`config.mk`:
```
export PLATFORM = sky130hd
export DESIGN_NAME = grid_path_exists_dfs_top
export DESIGN_NICKNAME = d
export VERILOG_FILES = /design/src/sv/gpd_pkg.sv /design/src/sv/grid_path_exists_dfs_top.sv /design/src/sv/gpd_ram.sv
export SDC_FILE = /design/constraint.sdc
export NUM_CORES = 2
export LEC_CHECK = 0
export ABC_AREA = 1
export BUFFER_PORTS_ARGS = -buffer_cell sky130_fd_sc_hd__buf_2
export CORE_MARGIN = 2
export CORE_UTILIZATION = 30
export CTS_CLUSTER_SIZE = 30
export DETAILED_ROUTE_END_ITERATION = 10
export GPL_ROUTABILITY_DRIVEN = 0
export HOLD_SLACK_MARGIN = 0.15
export PLACE_DENSITY = 0.55
export SETUP_SLACK_MARGIN = 0.4
export SYNTH_ARGS = -nofsm -noshare
export SYNTH_HDL_FRONTEND = slang
export SYNTH_SLANG_ARGS = --single-unit
```
`constraint.sdc`:
```
create_clock -name clk -period 19.3 [get_ports clk]
set_clock_uncertainty 0.05 [all_clocks]
set_input_delay 0.965 -clock clk [delete_from_list [all_inputs] [get_ports clk]]
set_output_delay 0.965 -clock clk [all_outputs]
set_load 0.05 [all_outputs]
```
`src/sv/gpd_pkg.sv`:
```
// Shared constants and types for the grid path search block.
package gpd_pkg;

    // Default maze size.
    localparam int GRID_ROWS_DEF = 16;
    localparam int GRID_COLS_DEF = 16;

    // Item kinds carried on the input tuser bit.
    localparam logic FUNC_LOAD  = 1'b0;
    localparam logic FUNC_QUERY = 1'b1;

    // Input tdata layout, lowest bit first.
    localparam int IN_DATA_W   = 32;
    localparam int ROW_LSB     = 0;
    localparam int COL_LSB     = 4;
    localparam int OPEN_BIT    = 8;
    localparam int SROW_LSB    = 9;
    localparam int SCOL_LSB    = 13;
    localparam int EROW_LSB    = 17;
    localparam int ECOL_LSB    = 21;
    localparam int COORD_IN_W  = 4;

    // Output tdata layout.
    localparam int OUT_DATA_W  = 8;

    // Bits of one cell memory entry.
    localparam int CELL_OPEN_BIT    = 1;
    localparam int CELL_VISITED_BIT = 0;

    // Neighbor order tried around the current cell.
    typedef enum logic [1:0] {
        NB_SOUTH = 2'd0,
        NB_WEST  = 2'd1,
        NB_NORTH = 2'd2,
        NB_EAST  = 2'd3
    } nb_dir_t;

endpackage

```
`src/sv/grid_path_exists_dfs_top.sv`:
```
// Top level of the grid maze reachability block (depth-first search with a stack).
//
// A load item (tuser = 0) writes one cell's open bit into the cell memory and gives no
// result; loads outside the grid are dropped. A query item (tuser = 1) first sweeps the
// cell memory to clear every visited bit and mark the start cell visited, then walks
// the maze. For each cell it enters it issues four neighbor reads through the cell
// memory's single read port, checks the last neighbor, and then pops the next cell
// from the stack memory; when the last neighbor checked is open and unvisited it is
// taken straight on as the next cell and the pop is skipped. A query whose start lies
// outside the grid answers 0 without a search. One query is worked on at a time; while
// it runs the input is not ready. The result item holds path_found and waits in an
// output register, so the next item is taken while the result is still unread.
module grid_path_exists_dfs_top #(
    parameter int GRID_ROWS = gpd_pkg::GRID_ROWS_DEF,
    parameter int GRID_COLS = gpd_pkg::GRID_COLS_DEF
) (
    input  logic                             clk,
    input  logic                             rst_n,
    input  logic                             s_tvalid,
    output logic                             s_tready,
    // Fields from bit 0: row[3:0], col[7:4], cell_open[8], start_row[12:9],
    // start_col[16:13], end_row[20:17], end_col[24:21], zeros above.
    input  logic [gpd_pkg::IN_DATA_W-1:0]    s_tdata,
    // Fields from bit 0: func.
    input  logic                             s_tuser,
    output logic                             m_tvalid,
    input  logic                             m_tready,
    // Fields from bit 0: path_found[0], zeros above.
    output logic [gpd_pkg::OUT_DATA_W-1:0]   m_tdata
);

    localparam int RW         = $clog2(GRID_ROWS);
    localparam int CW         = $clog2(GRID_COLS);
    localparam int CAW        = RW + CW;
    localparam int CMEM_DEPTH = 1 << CAW;
    localparam int CELL_COUNT = GRID_ROWS * GRID_COLS;
    localparam int SAW        = $clog2(CELL_COUNT);
    localparam int DW         = $clog2(CELL_COUNT + 1);
    localparam int IW         = gpd_pkg::COORD_IN_W;

    typedef enum logic [6:0] {
        ST_IDLE     = 7'b0000001,
        ST_CLEAR    = 7'b0000010,
        ST_SCAN     = 7'b0000100,
        ST_DRAIN    = 7'b0001000,
        ST_POP      = 7'b0010000,
        ST_POP_WAIT = 7'b0100000,
        ST_FINISH   = 7'b1000000
    } state_t;

    // Input fields.
    logic [IW-1:0] in_row, in_col, in_srow, in_scol, in_erow, in_ecol;
    logic          in_open;

    assign in_row  = s_tdata[gpd_pkg::ROW_LSB  +: IW];
    assign in_col  = s_tdata[gpd_pkg::COL_LSB  +: IW];
    assign in_open = s_tdata[gpd_pkg::OPEN_BIT];
    assign in_srow = s_tdata[gpd_pkg::SROW_LSB +: IW];
    assign in_scol = s_tdata[gpd_pkg::SCOL_LSB +: IW];
    assign in_erow = s_tdata[gpd_pkg::EROW_LSB +: IW];
    assign in_ecol = s_tdata[gpd_pkg::ECOL_LSB +: IW];

    // Registers.
    state_t           state_reg, state_next;
    logic [CAW:0]     clr_cnt_reg, clr_cnt_next;
    logic             wb_valid_reg, wb_valid_next;
    logic [CAW-1:0]   wb_addr_reg, wb_addr_next;
    logic [RW-1:0]    start_r_reg, start_r_next;
    logic [CW-1:0]    start_c_reg, start_c_next;
    logic [IW-1:0]    end_r_reg, end_r_next;
    logic [IW-1:0]    end_c_reg, end_c_next;
    logic [RW-1:0]    cur_r_reg, cur_r_next;
    logic [CW-1:0]    cur_c_reg, cur_c_next;
    gpd_pkg::nb_dir_t k_reg, k_next;
    logic             chk_valid_reg, chk_valid_next;
    logic [RW-1:0]    chk_r_reg, chk_r_next;
    logic [CW-1:0]    chk_c_reg, chk_c_next;
    logic [DW-1:0]    depth_reg, depth_next;
    logic             found_reg, found_next;
    logic             out_valid_reg, out_valid_next;
    logic             out_found_reg, out_found_next;

    // Memory ports.
    logic             cmem_we;
    logic [CAW-1:0]   cmem_waddr, cmem_raddr;
    logic [1:0]       cmem_wdata, cmem_rdata;
    logic             smem_we;
    logic [SAW-1:0]   smem_waddr, smem_raddr;
    logic [CAW-1:0]   smem_wdata, smem_rdata;

    // Combinational helpers.
    logic             nb_in;
    logic [RW-1:0]    nb_r;
    logic [CW-1:0]    nb_c;
    logic             chk_push;
    logic [DW-1:0]    depth_dec;
    logic             enter_en;
    logic [RW-1:0]    enter_r;
    logic [CW-1:0]    enter_c;
    logic             enter_hit;

    gpd_ram #(
        .WIDTH (2),
        .DEPTH (CMEM_DEPTH)
    ) u_cell_mem (
        .clk   (clk),
        .we    (cmem_we),
        .waddr (cmem_waddr),
        .wdata (cmem_wdata),
        .raddr (cmem_raddr),
        .rdata (cmem_rdata)
    );

    gpd_ram #(
        .WIDTH (CAW),
        .DEPTH (CELL_COUNT)
    ) u_stack_mem (
        .clk   (clk),
        .we    (smem_we),
        .waddr (smem_waddr),
        .wdata (smem_wdata),
        .raddr (smem_raddr),
        .rdata (smem_rdata)
    );

    // Neighbor of the current cell in the direction being tried; cells off the grid
    // count as walls and their reads are never checked.
    always_comb
    begin
        nb_r  = cur_r_reg;
        nb_c  = cur_c_reg;
        nb_in = 1'b0;
        case (k_reg)
            gpd_pkg::NB_SOUTH:
            begin
                nb_in = (cur_r_reg != RW'(GRID_ROWS - 1));
                nb_r  = cur_r_reg + RW'(1);
            end
            gpd_pkg::NB_WEST:
            begin
                nb_in = (cur_c_reg != '0);
                nb_c  = cur_c_reg - CW'(1);
            end
            gpd_pkg::NB_NORTH:
            begin
                nb_in = (cur_r_reg != '0);
                nb_r  = cur_r_reg - RW'(1);
            end
            gpd_pkg::NB_EAST:
            begin
                nb_in = (cur_c_reg != CW'(GRID_COLS - 1));
                nb_c  = cur_c_reg + CW'(1);
            end
            default:
            begin
                nb_in = 1'b0;
            end
        endcase
    end

    assign chk_push  = chk_valid_reg && cmem_rdata[gpd_pkg::CELL_OPEN_BIT]
                       && !cmem_rdata[gpd_pkg::CELL_VISITED_BIT];
    assign depth_dec = depth_reg - DW'(1);

    assign smem_raddr = depth_dec[SAW-1:0];
    assign smem_waddr = depth_reg[SAW-1:0];
    assign smem_wdata = {chk_r_reg, chk_c_reg};

    assign enter_hit = (32'(enter_r) == 32'(end_r_reg)) && (32'(enter_c) == 32'(end_c_reg));

    always_comb
    begin
        state_next     = state_reg;
        clr_cnt_next   = clr_cnt_reg;
        wb_valid_next  = 1'b0;
        wb_addr_next   = wb_addr_reg;
        start_r_next   = start_r_reg;
        start_c_next   = start_c_reg;
        end_r_next     = end_r_reg;
        end_c_next     = end_c_reg;
        cur_r_next     = cur_r_reg;
        cur_c_next     = cur_c_reg;
        k_next         = k_reg;
        chk_valid_next = 1'b0;
        chk_r_next     = nb_r;
        chk_c_next     = nb_c;
        depth_next     = depth_reg;
        found_next     = found_reg;
        out_valid_next = out_valid_reg;
        out_found_next = out_found_reg;

        cmem_we    = 1'b0;
        cmem_waddr = {chk_r_reg, chk_c_reg};
        cmem_wdata = 2'b11;
        cmem_raddr = {nb_r, nb_c};
        smem_we    = 1'b0;

        enter_en = 1'b0;
        enter_r  = start_r_reg;
        enter_c  = start_c_reg;

        if (out_valid_reg && m_tready)
        begin
            out_valid_next = 1'b0;
        end

        case (state_reg)
            ST_IDLE:
            begin
                if (s_tvalid)
                begin
                    if (s_tuser == gpd_pkg::FUNC_LOAD)
                    begin
                        cmem_we    = (32'(in_row) < GRID_ROWS) && (32'(in_col) < GRID_COLS);
                        cmem_waddr = {RW'(in_row), CW'(in_col)};
                        cmem_wdata = {in_open, 1'b0};
                    end
                    else
                    begin
                        start_r_next = RW'(in_srow);
                        start_c_next = CW'(in_scol);
                        end_r_next   = in_erow;
                        end_c_next   = in_ecol;
                        depth_next   = '0;
                        clr_cnt_next = '0;
                        if ((32'(in_srow) < GRID_ROWS) && (32'(in_scol) < GRID_COLS))
                        begin
                            state_next = ST_CLEAR;
                        end
                        else
                        begin
                            found_next = 1'b0;
                            state_next = ST_FINISH;
                        end
                    end
                end
            end

            // Read each entry, then write it back in the following cycle with the visited
            // bit cleared; the start cell is marked visited on the way.
            ST_CLEAR:
            begin
                cmem_raddr = clr_cnt_reg[CAW-1:0];
                cmem_we    = wb_valid_reg;
                cmem_waddr = wb_addr_reg;
                cmem_wdata = {cmem_rdata[gpd_pkg::CELL_OPEN_BIT],
                              (wb_addr_reg == {start_r_reg, start_c_reg})};
                if (clr_cnt_reg != (CAW+1)'(CMEM_DEPTH))
                begin
                    wb_valid_next = 1'b1;
                    wb_addr_next  = clr_cnt_reg[CAW-1:0];
                    clr_cnt_next  = clr_cnt_reg + (CAW+1)'(1);
                end
                else if (!wb_valid_reg)
                begin
                    enter_en = 1'b1;
                    enter_r  = start_r_reg;
                    enter_c  = start_c_reg;
                end
            end

            // One neighbor read issued per cycle; the read from the cycle before is
            // checked and, if open and unvisited, marked and pushed.
            ST_SCAN:
            begin
                chk_valid_next = nb_in;
                if (chk_push)
                begin
                    cmem_we    = 1'b1;
                    smem_we    = 1'b1;
                    depth_next = depth_reg + DW'(1);
                end
                if (k_reg == gpd_pkg::NB_EAST)
                begin
                    state_next = ST_DRAIN;
                end
                else
                begin
                    k_next = gpd_pkg::nb_dir_t'(k_reg + 2'd1);
                end
            end

            // A pushed last neighbor would be popped at once, so it goes straight on.
            ST_DRAIN:
            begin
                if (chk_push)
                begin
                    cmem_we  = 1'b1;
                    enter_en = 1'b1;
                    enter_r  = chk_r_reg;
                    enter_c  = chk_c_reg;
                end
                else
                begin
                    state_next = ST_POP;
                end
            end

            ST_POP:
            begin
                if (depth_reg == '0)
                begin
                    found_next = 1'b0;
                    state_next = ST_FINISH;
                end
                else
                begin
                    depth_next = depth_dec;
                    state_next = ST_POP_WAIT;
                end
            end

            ST_POP_WAIT:
            begin
                enter_en = 1'b1;
                enter_r  = smem_rdata[CAW-1:CW];
                enter_c  = smem_rdata[CW-1:0];
            end

            ST_FINISH:
            begin
                if (!out_valid_reg || m_tready)
                begin
                    out_valid_next = 1'b1;
                    out_found_next = found_reg;
                    state_next     = ST_IDLE;
                end
            end

            default:
            begin
                state_next = ST_IDLE;
            end
        endcase

        // A cell entered: answer if it is the end cell, else scan it.
        if (enter_en)
        begin
            cur_r_next = enter_r;
            cur_c_next = enter_c;
            k_next     = gpd_pkg::NB_SOUTH;
            if (enter_hit)
            begin
                found_next = 1'b1;
                state_next = ST_FINISH;
            end
            else
            begin
                state_next = ST_SCAN;
            end
        end
    end

    always_ff @(posedge clk or negedge rst_n)
    begin
        if (!rst_n)
        begin
            state_reg     <= ST_IDLE;
            clr_cnt_reg   <= '0;
            wb_valid_reg  <= 1'b0;
            k_reg         <= gpd_pkg::NB_SOUTH;
            chk_valid_reg <= 1'b0;
            depth_reg     <= '0;
            found_reg     <= 1'b0;
            out_valid_reg <= 1'b0;
        end
        else
        begin
            state_reg     <= state_next;
            clr_cnt_reg   <= clr_cnt_next;
            wb_valid_reg  <= wb_valid_next;
            k_reg         <= k_next;
            chk_valid_reg <= chk_valid_next;
            depth_reg     <= depth_next;
            found_reg     <= found_next;
            out_valid_reg <= out_valid_next;
        end
    end

    always_ff @(posedge clk)
    begin
        wb_addr_reg   <= wb_addr_next;
        start_r_reg   <= start_r_next;
        start_c_reg   <= start_c_next;
        end_r_reg     <= end_r_next;
        end_c_reg     <= end_c_next;
        cur_r_reg     <= cur_r_next;
        cur_c_reg     <= cur_c_next;
        chk_r_reg     <= chk_r_next;
        chk_c_reg     <= chk_c_next;
        out_found_reg <= out_found_next;
    end

    assign s_tready = (state_reg == ST_IDLE);
    assign m_tvalid = out_valid_reg;
    assign m_tdata  = {{(gpd_pkg::OUT_DATA_W-1){1'b0}}, out_found_reg};

`ifndef SYNTHESIS
    // The stack never holds more cells than the grid has.
    assert property (@(posedge clk) disable iff (!rst_n)
        depth_reg <= DW'(CELL_COUNT))
        else $error("stack depth beyond grid size");

    // A pop from a non-empty stack takes exactly one entry off.
    assert property (@(posedge clk) disable iff (!rst_n)
        (state_reg == ST_POP && depth_reg != '0) |=> depth_reg == $past(depth_dec))
        else $error("pop did not take one entry");

    // The last neighbor check follows the east neighbor read.
    assert property (@(posedge clk) disable iff (!rst_n)
        (state_reg == ST_DRAIN) |-> ($past(state_reg) == ST_SCAN
                                     && $past(k_reg) == gpd_pkg::NB_EAST))
        else $error("drain entered out of order");

    // No pending neighbor check outside the scan and drain states.
    assert property (@(posedge clk) disable iff (!rst_n)
        chk_valid_reg |-> (state_reg == ST_SCAN || state_reg == ST_DRAIN))
        else $error("stray neighbor check");
`endif

endmodule

```
`src/sv/gpd_ram.sv`:
```
// Generic simple dual-port RAM with one write port and one registered read port.
module gpd_ram #(
    parameter int WIDTH = 8,
    parameter int DEPTH = 256
) (
    input  logic                     clk,
    input  logic                     we,
    input  logic [$clog2(DEPTH)-1:0] waddr,
    input  logic [WIDTH-1:0]         wdata,
    input  logic [$clog2(DEPTH)-1:0] raddr,
    output logic [WIDTH-1:0]         rdata
);

    logic [WIDTH-1:0] mem [DEPTH];
    logic [WIDTH-1:0] rdata_reg;

    always_ff @(posedge clk)
    begin
        if (we)
        begin
            mem[waddr] <= wdata;
        end
        rdata_reg <= mem[raddr];
    end

    assign rdata = rdata_reg;

endmodule

```
==> results.toml <==
[synth]
synth_area_leader_cell = "edfxtp_1"
ys_seq_area_frac = 0.7259
yosys.cell_types.count = 55
synth.top_cells.by_count = "edfxtp_1, nor2_1, nand2_1"
synthFlopType = "edfxtp_1"
synth_area_leaders = "edfxtp_1, nor2_1, o21ai_0, nand3_1, nand2_1"
yosysMostFrequentCell = "edfxtp_1"
async_reset_ff_frac = 0.01173
syn_inst = 9184
avgSynthCellArea_sq_um = 11.85
syn_area_sq_um = 108800
yosysWarnings = 0
synth_top_area_frac = 0.7155
synth_edf_count = 2593
ys_ff_latch = 2642

[drt]
vias = 72020
vias_per_cell = 5.158
drtIter0Drc = 7988
antenna_left = 0
first_pass_iters = 5
drc = 0
wl_per_cell_um = 21.81
routed_wl_um = 304500

[clock_tree]
post_cts_buffers = 0
htree_levels = 5
cts_made_buffers = 276
cts.sinks = 2642
cts_resized = 0
cts_tree = "done"
holdBufCountCts = 0
cts_root_buf = "clkbuf_16"
clkLatencyLatePin_ps = 880
clk_pin_slew_ps = 60
clockBufferDepth = 4

[critical_path]
critPathCaptureType = "flop"
start_kind = "flop"
criticalPathCategory = "reg -> reg"
cp.required_ps = 19940
cp_max_fo = 141
crit_arrival_ps = 7360

[place]
pre_cts_slack_ps = 12670
io_buffers = 32
dp_hpwl_um = 165000

[sta]
fin_crit_ps = 6719
setup_viol = 0
rsz0062_at_grt = "false"
worst_slack_ps = 12580
timing.final.crit_share = 0.3481
slew_headroom = 0.1360
drv_slew = 0
fmax_mhz = 148.8
finalHoldViolations = 0
worst_pin_slew_ps = 1282
setup_tns_ps = 0

[cells_and_area]
fin_nets = 9018
final_util = 0.3383
largest-register = "u_stack_mem.mem"
fill_cells = 35450
largest_reg_flops = 2048
layout-drive-gt1-share = 0.06513
reg_top3 = "u_stack_mem.mem (2048), u_cell_mem.mem (512)"
area.growth.synth_to_final_pct = 12.43

[floorplan]
fp-row-count = 221
ios = 47
initial_core_util = 0.3009
die_w_um = 606.3
dieArea_sq_um = 367600
die_y_um = 606.3
core_sq_um = 361700

[power_and_ir_drop]
irDropWorstVdd_uv = 141.8
power_density_nw_per_um2 = 125.4
finalPower_mw = 15.34
leakage_nw = 40.41

[job]
max-cap-violations = 0

[grt]
grt_start_max_net_pins = 257
grt_usage = 0.1602
grt_pass1_wl_um = 447700
grt_pass1_vias = 69200
gr-total-overflow = 0
antenna_found_initial = 9

[worst_hold_path]
min_path_type = "in -> async"

[status]
outcome = "complete, no violations"
-- final cells by class --
class                   count  area (sq um)  share of cell area
flip-flops and latches   2642         79040              0.6459
inverters                 348          1333             0.01089
clock inverters           117          1097            0.008968
well taps                4794          5998             0.04902
clock buffers             362          7579             0.06194
diodes                      2         5.005          0.00004090
repair buffers            142          1124            0.009183
multi-input cells        5555         26190              0.2140
-- where the power goes --
| group | leakage, nW | switching [mW] | internal [mW] |
|---|---|---|---|
| registers | 23.8 | 0.0398 | 6.42 |
| clock network | 4.23 | 2.18 | 3.03 |
| logic | 12.4 | 2.78 | 0.892 |
-- kinds of logic after synthesis --
kind of cell / share of synthesized area
flip-flops: 0.7259
other: 0.00003446
XOR/XNOR: 0.002253
buffers and inverters: 0.03586
multiplexers: 0.0001035
AND/OR/NAND/NOR: 0.1500
AO/OA/AOI/OAI: 0.08381
adder cells (fa/ha/maj): 0.001977
-- per-layer routing --
metal,track usage,wire length (um),part of all wire,vias up
met3,0.02553,24970,0.082,483
li1,-,-,-,32500
met4,0.04918,8797,0.029,0
met2,0.2588,141400,0.46,2993
met5,0,0,0,-
met1,0.2207,129400,0.42,36040
-- critical path, stage by stage (launching register included) --
cell	delay (ps)
dfrtp_4	790
inv_8	360
ha_4	880
buf_4	790
buf_12	530
buf_4	680
o21ai_0	190
o22ai_1	190
nand2_1	90
nand3_1	160
nand3_1	210
nand3_1	230
nand3_1	220
and3_1	270
a31oi_1	510
-- path summary, 6_finish.rpt --
kind	slack, ps	cells past startpoint	from	endpoint
min	200	1	rst_n	depth_reg[5]
min in group clk	260	1	s_tdata[12]	start_r_reg[3]
max reg2reg	12580	14	depth_reg[0]	u_stack_mem.rdata[4]
min reg2reg	400	0	clr_cnt_reg[7]	wb_addr_reg[7]
max	12580	14	depth_reg[0]	u_stack_mem.rdata[4]
max in group asynchronous	18220	1	rst_n	depth_reg[0]
-- stage by stage --
stage / cell area (sq um) / instances / hold slack, ps
floorplan: 108900 / 9190 / 374.9
global placement: 113700 / 13480 / 390.4
detailed placement: 113700 / 13480 / 387.0
CTS: 122400 / 13960 / 184.9
global route: 122400 / 13960 / 223.4
finish: 122400 / 13960 / 199.2
-- cells in the final DEF, fill, tap and decap left out, drive strengths merged, types with 4 or more instances in the layout --
cell type     n
edfxtp     2593
nor2       1588
nand2      1143
o21ai      1059
nand3       942
o22ai       514
clkbuf      362
inv         349
buf         142
nand3b      124
clkinv       90
o211ai       36
dfrtp        30
nor3         22
a21oi        21
bufinv       20
dfxtp        18
xnor2        16
ha           14
xor2         12
a31oi        10
and3          9
nand4         8
conb          7
nor4          7
clkinvlp      6
o41ai         4
Power figures use the tool's default switching activity.
